<file path="config.mk">
export PLATFORM = sky130hd
export DESIGN_NAME = gregorian_date_add_days
export DESIGN_NICKNAME = d
export VERILOG_FILES = /design/src/sv/gdad_pkg.sv /design/src/sv/gregorian_date_add_days.sv
export SDC_FILE = /design/constraint.sdc
export NUM_CORES = 1
export LEC_CHECK = 0
export BUFFER_PORTS_ARGS = -buffer_cell sky130_fd_sc_hd__buf_2
export CORE_ASPECT_RATIO = 0.6
export CORE_MARGIN = 2
export CORE_UTILIZATION = 33
export CTS_BUF_LIST = sky130_fd_sc_hd__clkbuf_8
export DETAILED_ROUTE_END_ITERATION = 8
export SYNTH_ARGS = -nofsm -noshare
export SYNTH_HDL_FRONTEND = slang
export SYNTH_SLANG_ARGS = --single-unit
</file>
<file path="constraint.sdc">
create_clock -name clk -period 5.29 [get_ports clk]
set_clock_uncertainty 0.05 [all_clocks]
set_input_delay 0.529 -clock clk [delete_from_list [all_inputs] [get_ports clk]]
set_output_delay 0.529 -clock clk [all_outputs]
set_load 0.01 [all_outputs]
</file>
<file path="src/sv/gdad_pkg.sv">
// ----------------------------------------------------------------------------
// gdad_pkg
// types and constants for the gregorian date adder: beat structs, calendar
// limits and the month length table
// ----------------------------------------------------------------------------
package gdad_pkg;

  localparam int unsigned DAY_W   = 5;
  localparam int unsigned MONTH_W = 4;
  localparam int unsigned YEAR_W  = 14;
  localparam int unsigned COUNT_W = 16;
  localparam int unsigned SUM_W   = 17;
  localparam int unsigned CYC_W   = 9;

  localparam logic [YEAR_W-1:0]  YEAR_MAX  = 14'd9999;
  localparam logic [CYC_W-1:0]   YEAR_CYC  = 9'd400;
  localparam logic [CYC_W-1:0]   CENT_1    = 9'd100;
  localparam logic [CYC_W-1:0]   CENT_2    = 9'd200;
  localparam logic [CYC_W-1:0]   CENT_3    = 9'd300;
  localparam logic [MONTH_W-1:0] MONTH_JAN = 4'd1;
  localparam logic [MONTH_W-1:0] MONTH_FEB = 4'd2;
  localparam logic [MONTH_W-1:0] MONTH_DEC = 4'd12;
  localparam logic [DAY_W-1:0]   DAY_LAST  = 5'd31;

  typedef struct packed {
    logic [DAY_W-1:0]   start_day;
    logic [MONTH_W-1:0] start_month;
    logic [YEAR_W-1:0]  start_year;
    logic [COUNT_W-1:0] days_to_add;
  } gdad_in_t;

  typedef struct packed {
    logic [DAY_W-1:0]   result_day;
    logic [MONTH_W-1:0] result_month;
    logic [YEAR_W-1:0]  result_year;
    logic               year_overflow;
  } gdad_out_t;

  // month must already be in 1..12
  function automatic logic [DAY_W-1:0] month_days(input logic [MONTH_W-1:0] m,
                                                  input logic leap);
    logic [DAY_W-1:0] d;
    begin
      case (m)
        4'd2:                    d = leap ? 5'd29 : 5'd28;
        4'd4, 4'd6, 4'd9, 4'd11: d = 5'd30;
        default:                 d = 5'd31;
      endcase
      return d;
    end
  endfunction

endpackage

</file>
<file path="src/sv/gregorian_date_add_days.sv">
// ----------------------------------------------------------------------------
// gregorian_date_add_days
// clamps a start date, adds a day count and walks forward a month at a time
// under the gregorian leap rule, saturating at 31 december 9999
// ----------------------------------------------------------------------------
//  channel   signals                       beat
//  in        in_valid in_ready in_data     start date and day count
//  out       out_valid out_ready out_data  result date and overflow flag
//
//  one shared 18-bit subtractor does the reductions: first the year is reduced
//  mod 400, then the day is clamped and the day count added, then one month is
//  taken off per cycle until the day fits in its month or the year passes 9999
//  in_ready is low from acceptance until the result is loaded into out_data
//  reset clears the sequencer and out_valid; a stalled output holds the block
//  in its final state until the pending beat is taken
// ----------------------------------------------------------------------------
module gregorian_date_add_days (
  input  logic                clk,
  input  logic                rst,
  input  logic                in_valid,
  output logic                in_ready,
  input  gdad_pkg::gdad_in_t  in_data,
  output logic                out_valid,
  input  logic                out_ready,
  output gdad_pkg::gdad_out_t out_data
);
  import gdad_pkg::*;

  localparam logic [2:0] ST_IDLE   = 3'd0;
  localparam logic [2:0] ST_MOD    = 3'd1;
  localparam logic [2:0] ST_DAY    = 3'd2;
  localparam logic [2:0] ST_WALK   = 3'd3;
  localparam logic [2:0] ST_FINISH = 3'd4;

  logic [2:0]         state;
  logic [SUM_W-1:0]   dsum;
  logic [MONTH_W-1:0] month;
  logic [YEAR_W-1:0]  year;
  logic [YEAR_W-1:0]  rem;
  logic [CYC_W-1:0]   yr400;
  logic [COUNT_W-1:0] count;
  logic               ovf;

  logic [MONTH_W-1:0] m_clamp;
  logic [YEAR_W-1:0]  y_clamp;
  logic               leap;
  logic [DAY_W-1:0]   len;
  logic [SUM_W-1:0]   sub_a;
  logic [SUM_W-1:0]   sub_b;
  logic [SUM_W:0]     diff;
  logic               borrow;
  logic [DAY_W-1:0]   d_clamp;

  always_comb begin
    if (in_data.start_month == '0) begin
      m_clamp = MONTH_JAN;
    end else if (in_data.start_month > MONTH_DEC) begin
      m_clamp = MONTH_DEC;
    end else begin
      m_clamp = in_data.start_month;
    end
    y_clamp = (in_data.start_year == '0) ? {{(YEAR_W-1){1'b0}}, 1'b1} : in_data.start_year;
  end

  // leap: divisible by 4, and not a century unless the 400-year phase is zero
  assign leap = (year[1:0] == 2'b00) &&
                !(yr400 == CENT_1 || yr400 == CENT_2 || yr400 == CENT_3);
  assign len  = month_days(month, leap);

  // shared subtractor
  always_comb begin
    if (state == ST_MOD) begin
      sub_a = {{(SUM_W-YEAR_W){1'b0}}, rem};
      sub_b = {{(SUM_W-CYC_W){1'b0}}, YEAR_CYC};
    end else begin
      sub_a = dsum;
      sub_b = {{(SUM_W-DAY_W){1'b0}}, len};
    end
    diff   = {1'b0, sub_a} - {1'b0, sub_b};
    borrow = diff[SUM_W];
  end

  always_comb begin
    if (dsum[DAY_W-1:0] == '0) begin
      d_clamp = {{(DAY_W-1){1'b0}}, 1'b1};
    end else if (dsum[DAY_W-1:0] > len) begin
      d_clamp = len;
    end else begin
      d_clamp = dsum[DAY_W-1:0];
    end
  end

  assign in_ready = (state == ST_IDLE);

  always_ff @(posedge clk) begin
    if (rst) begin
      state     <= ST_IDLE;
      out_valid <= 1'b0;
    end else begin
      if (out_valid && out_ready && state != ST_FINISH) begin
        out_valid <= 1'b0;
      end
      case (state)
        ST_IDLE: begin
          if (in_valid) begin
            dsum  <= {{(SUM_W-DAY_W){1'b0}}, in_data.start_day};
            month <= m_clamp;
            year  <= y_clamp;
            rem   <= y_clamp;
            count <= in_data.days_to_add;
            ovf   <= (y_clamp > YEAR_MAX);
            state <= (y_clamp > YEAR_MAX) ? ST_FINISH : ST_MOD;
          end
        end
        ST_MOD: begin
          if (!borrow) begin
            rem <= diff[YEAR_W-1:0];
          end else begin
            yr400 <= rem[CYC_W-1:0];
            state <= ST_DAY;
          end
        end
        ST_DAY: begin
          dsum  <= {{(SUM_W-DAY_W){1'b0}}, d_clamp} + {{(SUM_W-COUNT_W){1'b0}}, count};
          state <= ST_WALK;
        end
        ST_WALK: begin
          if (!borrow && diff[SUM_W-1:0] != '0) begin
            dsum <= diff[SUM_W-1:0];
            if (month == MONTH_DEC) begin
              month <= MONTH_JAN;
              year  <= year + 1'b1;
              yr400 <= (yr400 == YEAR_CYC - 1'b1) ? '0 : yr400 + 1'b1;
              if (year == YEAR_MAX) begin
                ovf   <= 1'b1;
                state <= ST_FINISH;
              end
            end else begin
              month <= month + 1'b1;
            end
          end else begin
            state <= ST_FINISH;
          end
        end
        ST_FINISH: begin
          if (!out_valid || out_ready) begin
            out_valid <= 1'b1;
            state     <= ST_IDLE;
          end
        end
        default: begin
          state <= ST_IDLE;
        end
      endcase
    end
  end

  always_ff @(posedge clk) begin
    if (state == ST_FINISH && (!out_valid || out_ready)) begin
      if (ovf) begin
        out_data.result_day   <= DAY_LAST;
        out_data.result_month <= MONTH_DEC;
        out_data.result_year  <= YEAR_MAX;
      end else begin
        out_data.result_day   <= dsum[DAY_W-1:0];
        out_data.result_month <= month;
        out_data.result_year  <= year;
      end
      out_data.year_overflow <= ovf;
    end
  end

  // year phase tracks the year's low bits during the walk
  a_phase: assert property (@(posedge clk) disable iff (rst)
    (state == ST_WALK) |-> (yr400 < YEAR_CYC && yr400[1:0] == year[1:0]))
    else $error("year phase out of step");

  a_month: assert property (@(posedge clk) disable iff (rst)
    out_valid |-> (out_data.result_month >= MONTH_JAN &&
                   out_data.result_month <= MONTH_DEC &&
                   out_data.result_day != '0))
    else $error("result date out of range");

  a_sat: assert property (@(posedge clk) disable iff (rst)
    (out_valid && out_data.year_overflow) |->
      (out_data.result_day == DAY_LAST && out_data.result_month == MONTH_DEC &&
       out_data.result_year == YEAR_MAX))
    else $error("overflow result not saturated");

  a_year: assert property (@(posedge clk) disable iff (rst)
    out_valid |-> (out_data.result_year != '0 && out_data.result_year <= YEAR_MAX))
    else $error("result year out of range");

endmodule

</file>
==> results of run 1 <==
## worst reg2reg max path, delay by kind of cell (launching register included)
kind	cells	cell delay, ps
buffers and inverters	1	270
DFF	1	480
adders and majority gates	2	690
AOI/OAI and AO/OA	7	1220
muxes	1	350
xor gates and xnor gates	1	170
and+or+nand+nor	7	1120
## how the worst min path moves through the flow
stage	cells past startpoint	slack, ps	to
2_1_floorplan	0	460	out_data[0]
3_3_place_gp	1	540	out_data[14]
3_5_place_dp	1	550	out_data[14]
4_1_cts	1	240	count[7]
5_1_grt	1	230	count[3]
6_report	1	270	count[5]
## placed cells by master (no fill, tap or decap), types with 3 or more instances in the layout
cell,instances
a211oi_1,10
a211oi_2,3
a21o_1,6
a21oi_1,34
a31oi_1,5
and2_1,3
and3_1,9
and4_1,3
buf_2,68
buf_4,13
clkbuf_8,9
dfxtp_1,4
edfxtp_1,99
ha_1,18
inv_1,17
inv_6,3
mux2i_1,12
nand2_1,86
nand2b_1,6
nand3_1,16
nand4_1,8
nor2_1,55
nor2b_1,13
nor3_1,9
nor4_1,9
o211ai_1,3
o21ai_0,58
o21bai_1,3
o22ai_1,6
or2_2,16
or3_1,3
or4_1,5
xnor2_1,24
xor2_1,25
## metrics by stage
| stage | setup WS [ps] | hold WS (ps) | power [mW] |
|---|---|---|---|
| global placement | 682 | 542 | 1.60 |
| detailed placement | 697 | 551 | 1.60 |
| global route | 128 | 230 | 2.24 |
| finish | 640 | 265 | 2.13 |
| floorplan | 398 | 465 | 1.42 |
| CTS | 669 | 239 | 2.14 |
## power by group through the flow
| stage | sequential, mW | combinational (mW) | clock [mW] |
|---|---|---|---|
| 6_report | 1.06 | 0.531 | 0.537 |
| 5_1_grt | 1.07 | 0.586 | 0.585 |
| 4_1_cts | 1.06 | 0.525 | 0.555 |
| 3_5_place_dp | 1.07 | 0.522 | 0 |
| 3_3_place_gp | 1.07 | 0.521 | 0 |
| 2_1_floorplan | 1.04 | 0.378 | 0 |
## state kept, by name, indices dropped and copies added (netlist names)
register and flops:
rem 14, dsum 17, ovf 1, count 16, state 3, out_data 24, month 4, out_valid 1
yr400 9, year 14
## metal layers
metal	GRT usage (%)	vias up
li1	-	2472
met1	30.5	2460
met2	21.6	234
met3	4.28	4
met4	1.97	0
met5	0	-
## logic make-up (layout without fill, tap and decap cells)
kind of cell,Yosys count,count (layout),synth area share [%]
buf+inv,50,115,3.39
compound gates,150,150,15.4
simple gates,259,259,20.8
flops,103,103,47.5
mux,14,14,2.22
fa+ha+maj,20,20,4.12
xor+xnor,49,49,6.67
## area by class of cell
class	count	area, um2	share of cell area, %
clock buffer	9	124	1.70
clock inverter	7	88.8	1.22
inverter	18	67.6	0.929
multi-input combinational	492	3170	43.6
sequential	103	3050	42.0
tap	266	333	4.58
timing repair buffer	81	438	6.02
==> impl_results.md, run 1 <==
* CP Class: reg2reg
* Synth Warn # at 0
* Top-count cell post-synth: edfxtp_1
* CTS buffer count at 9
* Post-synth top cells: edfxtp_1, nand2_1, o21ai_0
* Worst endpoint data arrival time at between 4000 and 5000 ps
* Unrepaired setup endpoints after global routing: false
* Post-Syn Instances at 645
* Largest net degree at the start of global routing at 50
* Post-CTS setup buffer count at 0
* Worst reg-to-reg path cell count at 19
* Worst ir drop on vdd at around 0.19 mV
* Die Wd at 184 um
* DR pass1 iterations at 5
* Area contributors post-synth: edfxtp_1, nand2_1, o21ai_0
* Max Root-Sink Buffers at 2
* Clock Tree Root: clkbuf_8
* Worst setup path start: yr400[2]
* CP max FO at 14
* Final Instance Area at 7270 um2
* CP Depth at 19
* Clock sinks at 103
* Fin Setup TNS at 0 ps
* Seq/Total Area, Yosys at 47.5%
* Fin. max-slew vios at 0
* H-Tree Depth at 3
* # diodes at 0
* Main flop type after synthesis: edfxtp_1
* Endpoint of the worst register-to-register path: year[9]
* Post-Syn Area per Cell at between 9 and 10 um2
* DP Area at 7060 um2
* Max Freq at 215 MHz
* First-pass GRT wire length at 28,000 um
* Detail Route Antenna Nets at 0
* Synth async-reset ratio at 0%
* Max-cap violations at 0
* Post-Syn Nets at between 700 and 800
* Worst path slowest cell: edfxtp_1
* Dpl hpwl at 13,400 um
* Crit share post-route at 87.9%
* Final core utilization at 38.1%
* Crit-path most repeated cell: nand2_1
* Slew headroom at ~32%
* Gate power share at 25.0%
* Uppermost layer routed: met4
* Fraction of layout instances using a drive strength above 1 at 18.6%
* Setup Viol. Count Final at 0
* Unique masters post-synth at 69
* Crit path capture: year[9]
* CTS tree: built
* Cts hold-fix bufs at 0
* IO Port Bufs at 68
* # IOs at 69
* DR vias/cell at 5.30
* Critical path's largest stage delay at 480 ps
* CP delay by family, top: compound AO/OA/AOI/OAI gates
* Die area at 20,700 um2
* Mapped Area at 6430 um2
* Die H at around 110 um
* Outcome: complete, no violations
* Yosys top cell by area: edfxtp_1
* Startpoint type of the worst setup path: register
* Yosys top cell area share at 46.2%
* WL met3 at 1530 um
* Met1 wire length at 9760 um
* Internal power at 1.40 mW
* Placed Cells at 960
* Switching power at 0.723 mW
* Placer Congestion at approximately 0.96
* CTS resizes at 0
* Routed via count at 5,170
* Wire per inst at 18.1 um
* Buffers plus inverters on the worst setup path at 1
* Layout Nets at ~770
* Met2 wire len at roughly 6400 um
* Post-Route WL at 17,700 um
* Layout area overhead at 13.1%
* Power Density at 293 nW/um2
* EDFF count, synth at approximately 100
* Fillers at 1,931
* Crit path cell chain: nand2_1 > nand2_1 > o22ai_1 > nand4b_1 > nand2_1 > a21oi_1 > o21ai_0 > nor2_1 > ha_1 > fa_1 > o21a_4 > nor3_4 > a221oi_2 > xnor2_1 > mux2_2 > nand4_4 > a31oi_4 > a21oi_1 > buf_4
* Hold_sp: in_data[5]
* Total Routing Usage GR at about 18%
* Clk_lat worst skew at 370 ps
* Seq pwr share at 49.8%
* Worst R2R Start: yr400[2]
* Reg clk slew, reported paths at 110 ps
* Leakage at 2.68 nW
* Seq cells post-synth at 103
* Initial Util at approximately a third
* Hold Vio Cnt, Final at 0
* Min Tclk post-route at 4650 ps
* Total congestion overflow at 0
* Flop-to-flop setup slack at 640 ps
* Row cnt at 39
* Worst-margin pin slew at about 1000 ps
* Clock network fraction of total power at 25.2%
* DR iter-0 viols at approximately 620
* Worst EP required at 5310 ps
* Worst setup EP type: register
* Initial antenna violation count at 0
* Vias in the first global route at between 4,000 and 5,000
* Core area at 19,100 um2
* Min-delay worst type: in2reg
* Sw Ratio at 34.0%
* Final std cells w/o fill at roughly 980
* DRC viols at 0
Power figures use the tool's default switching activity.
==> run 2, diff against run 1 <==
--- a/config.mk
+++ b/config.mk
@@ -5,6 +5,7 @@
 export SDC_FILE = /design/constraint.sdc
 export NUM_CORES = 1
 export LEC_CHECK = 0
+export ABC_AREA = 1
 export BUFFER_PORTS_ARGS = -buffer_cell sky130_fd_sc_hd__buf_2
 export CORE_ASPECT_RATIO = 0.6
 export CORE_MARGIN = 2
==> run 2 against run 1 <==
Compared with the run above:
- core utilization decreased by 0.30 points
- wire length decreased by 4.9%
- setup slack improved by 150 ps
- global-route usage decreased by 0.67 points
- final area decreased by 1.8%
- hold slack got worse by 11 ps
- die area decreased by 1.7%
- area after synthesis decreased by 1.8%
- maximum frequency increased by 3.4%
- cell count increased by 9.3%
- clock-buffer cell count unchanged
- synthesized cell count increased by 16%
- critical path type unchanged
- critical endpoint is now dsum[15]
- highest routed layer unchanged
==> impl_results.md, run 2 <==
* Top reg by flops: out_data
* Placer Congestion at about 0.88
* Max Root-Sink Buffers at 2
* Fraction of layout instances using a drive strength above 1 at 18.0%
* Post-Route WL at around 17,000 um
* DP Area at 6930 um2
* Fillers at 1,913
* Startpoint type of the worst setup path: register
* Layout area overhead at 13.1%
* # IOs at 69
* Final std cells w/o fill at 1,067
* Crit-path most repeated cell: nand2_1
* Largest net degree at the start of global routing at 37
* DRC viols at 0
* Total congestion overflow at 0
* Wire per inst at 15.8 um
* Post-Syn Nets at 811
* Fin worst setup slack at 792 ps
* Worst-margin pin slew at between 1000 and 1500 ps
* Worst setup EP type: register
* Row cnt at 39
* Dpl hpwl at 13,100 um
* Worst ir drop on vdd at 0.209 mV
* IO Port Bufs at ~70
* Post-synth top cells: nand2_1, inv_1, edfxtp_1
* Synth async-reset ratio at 0%
* Worst endpoint data arrival time at 4590 ps
* Reg clk slew, reported paths at 130 ps
* Die H at 111 um
* Placed Cells at 1,051
* Setup Viol. Count Final at 0
* Seq/Total Area, Yosys at 48.3%
* CTS tree: built
* Main flop type after synthesis: edfxtp_1
* Biggest regs: out_data (24), dsum (17), count (16)
* Initial antenna violation count at 0
* Multi-input gate area at 2740 um2
* Total Routing Usage GR at about 17%
* CTS resizes at 0
* DR iter-0 viols at 598
* CTS buffer count at 9
* Area contributors post-synth: edfxtp_1, nand2_1, inv_1
* Slew headroom at 17.5%
* Post-Syn Area per Cell at 8.44 um2
* Seq. cell area at 3050 um2
* DR vias/cell at 4.96
* Fin Setup TNS at 0 ps
* Worst path slowest cell: nor4_1
* Unrepaired setup endpoints after global routing: false
* Cts hold-fix bufs at 0
* Unique masters post-synth at 46
* Synth Warn # at 0
* Leakage at 3.14 nW
* Routed via count at 5,291
* Min Tclk post-route at 4500 ps
* Max Freq at 222 MHz
* Yosys top cell area share at between 40% and 50%
* Worst EP required at 5380 ps
* Outcome: complete, no violations
* Mapped Area at 6320 um2
* Max-cap violations at 0
* CP Class: reg2reg
* DR pass1 iterations at 5
* H-Tree Depth at 3
* Top-count cell post-synth: nand2_1
* Power Total at 3.60 mW
* CP max FO at 4
* EDFF count, synth at about 100
* Fin. max-slew vios at 0
* Clock sinks at 103
* Clock Tree Root: clkbuf_8
* Hold Vio Cnt, Final at 0
* Yosys top cell by area: edfxtp_1
* Detail Route Antenna Nets at 0
* Post-Syn Instances at 748
* Crit share post-route at 85.0%
* Layout Nets at 879
* Worst hold slack at between 200 and 300 ps
* Power Density at roughly 500 nW/um2
* Critical path's largest stage delay at 490 ps
* Vias in the first global route at 4,706
* Die area at 20,300 um2
* Post-place setup slack at 870 ps
* Final core utilization at a little under two fifths
* Most frequent cells in the layout: nand2_1, inv_1, edfxtp_1
* Min-delay worst type: in2reg
* Clk_lat worst skew at around 390 ps
* Die Wd at 183 um
* Largest register FFs at 24
* Initial Util at 33.4%
* Post-CTS setup buffer count at 0
* Most common cell after layout, fill and taps aside: nand2_1
* Seq cells post-synth at around 100
* # diodes at 0
* Final Instance Area at about 7100 um2
* Core area at 18,900 um2
* First-pass GRT wire length at 26,800 um
[run 2: cell count changes after synthesis, sizes merged, moves of 13 or more]
cell and delta:
inv +94, a21oi -13, nand3 +41, xor2 -14, xnor2 -21, a211oi -13, nor2b -13, nand2 +129
[run 2: final timing paths]
path	start	to	slack, ps	cells after the start
worst max-delay path	yr400[0]	dsum[15]	790	27
worst min-delay path	in_data[10]	count[10]	250	1
worst max register to register	yr400[0]	dsum[15]	790	27
worst min register to register	out_valid	out_valid	470	2
[run 2: layer usage]
layer / global-route usage, % / up-vias / routed length (um)
met3: 2.89 / 8 / 1120
met5: 0 / - / 0
li1: - / 2639 / -
met2: 20.3 / 183 / 5970
met1: 30.0 / 2461 / 9640
met4: 3.01 / 0 / 119
[run 2: logic make-up after synthesis]
logic type               count (synthesis)  share of synthesized area (%)
XOR/XNOR                                14                           1.94
adder cells (fa/ha/maj)                 20                           4.20
buffers and inverters                  133                           8.34
AO/OA/AOI/OAI                          109                           10.5
flip-flops                             103                           48.3
AND/OR/NAND/NOR                        369                           26.7
[run 2: layout make-up]
class,count,area share [%]
Sequential cell,103,42.7
Timing Repair Buffer,77,5.71
Inverter,113,5.94
Tap cell,246,4.31
Multi-Input combinational cell,512,38.4
Clock buffer,9,1.73
Clock inverter,7,1.21
[run 2: critical path, delay by kind of cell, from the launching register on]
kind,cells,cell delay [ps]
AND/OR/NAND/NOR,16,2360
adder cells (fa/ha/maj),3,700
flip-flops,1,450
AO/OA/AOI/OAI,4,430
buffers and inverters,4,280
[run 2: report_power, final]
| group | switching [mW] | internal [mW] |
|---|---|---|
| Combinational | 1.24 | 0.514 |
| Clock | 0.331 | 0.192 |
| Sequential | 0.134 | 1.19 |
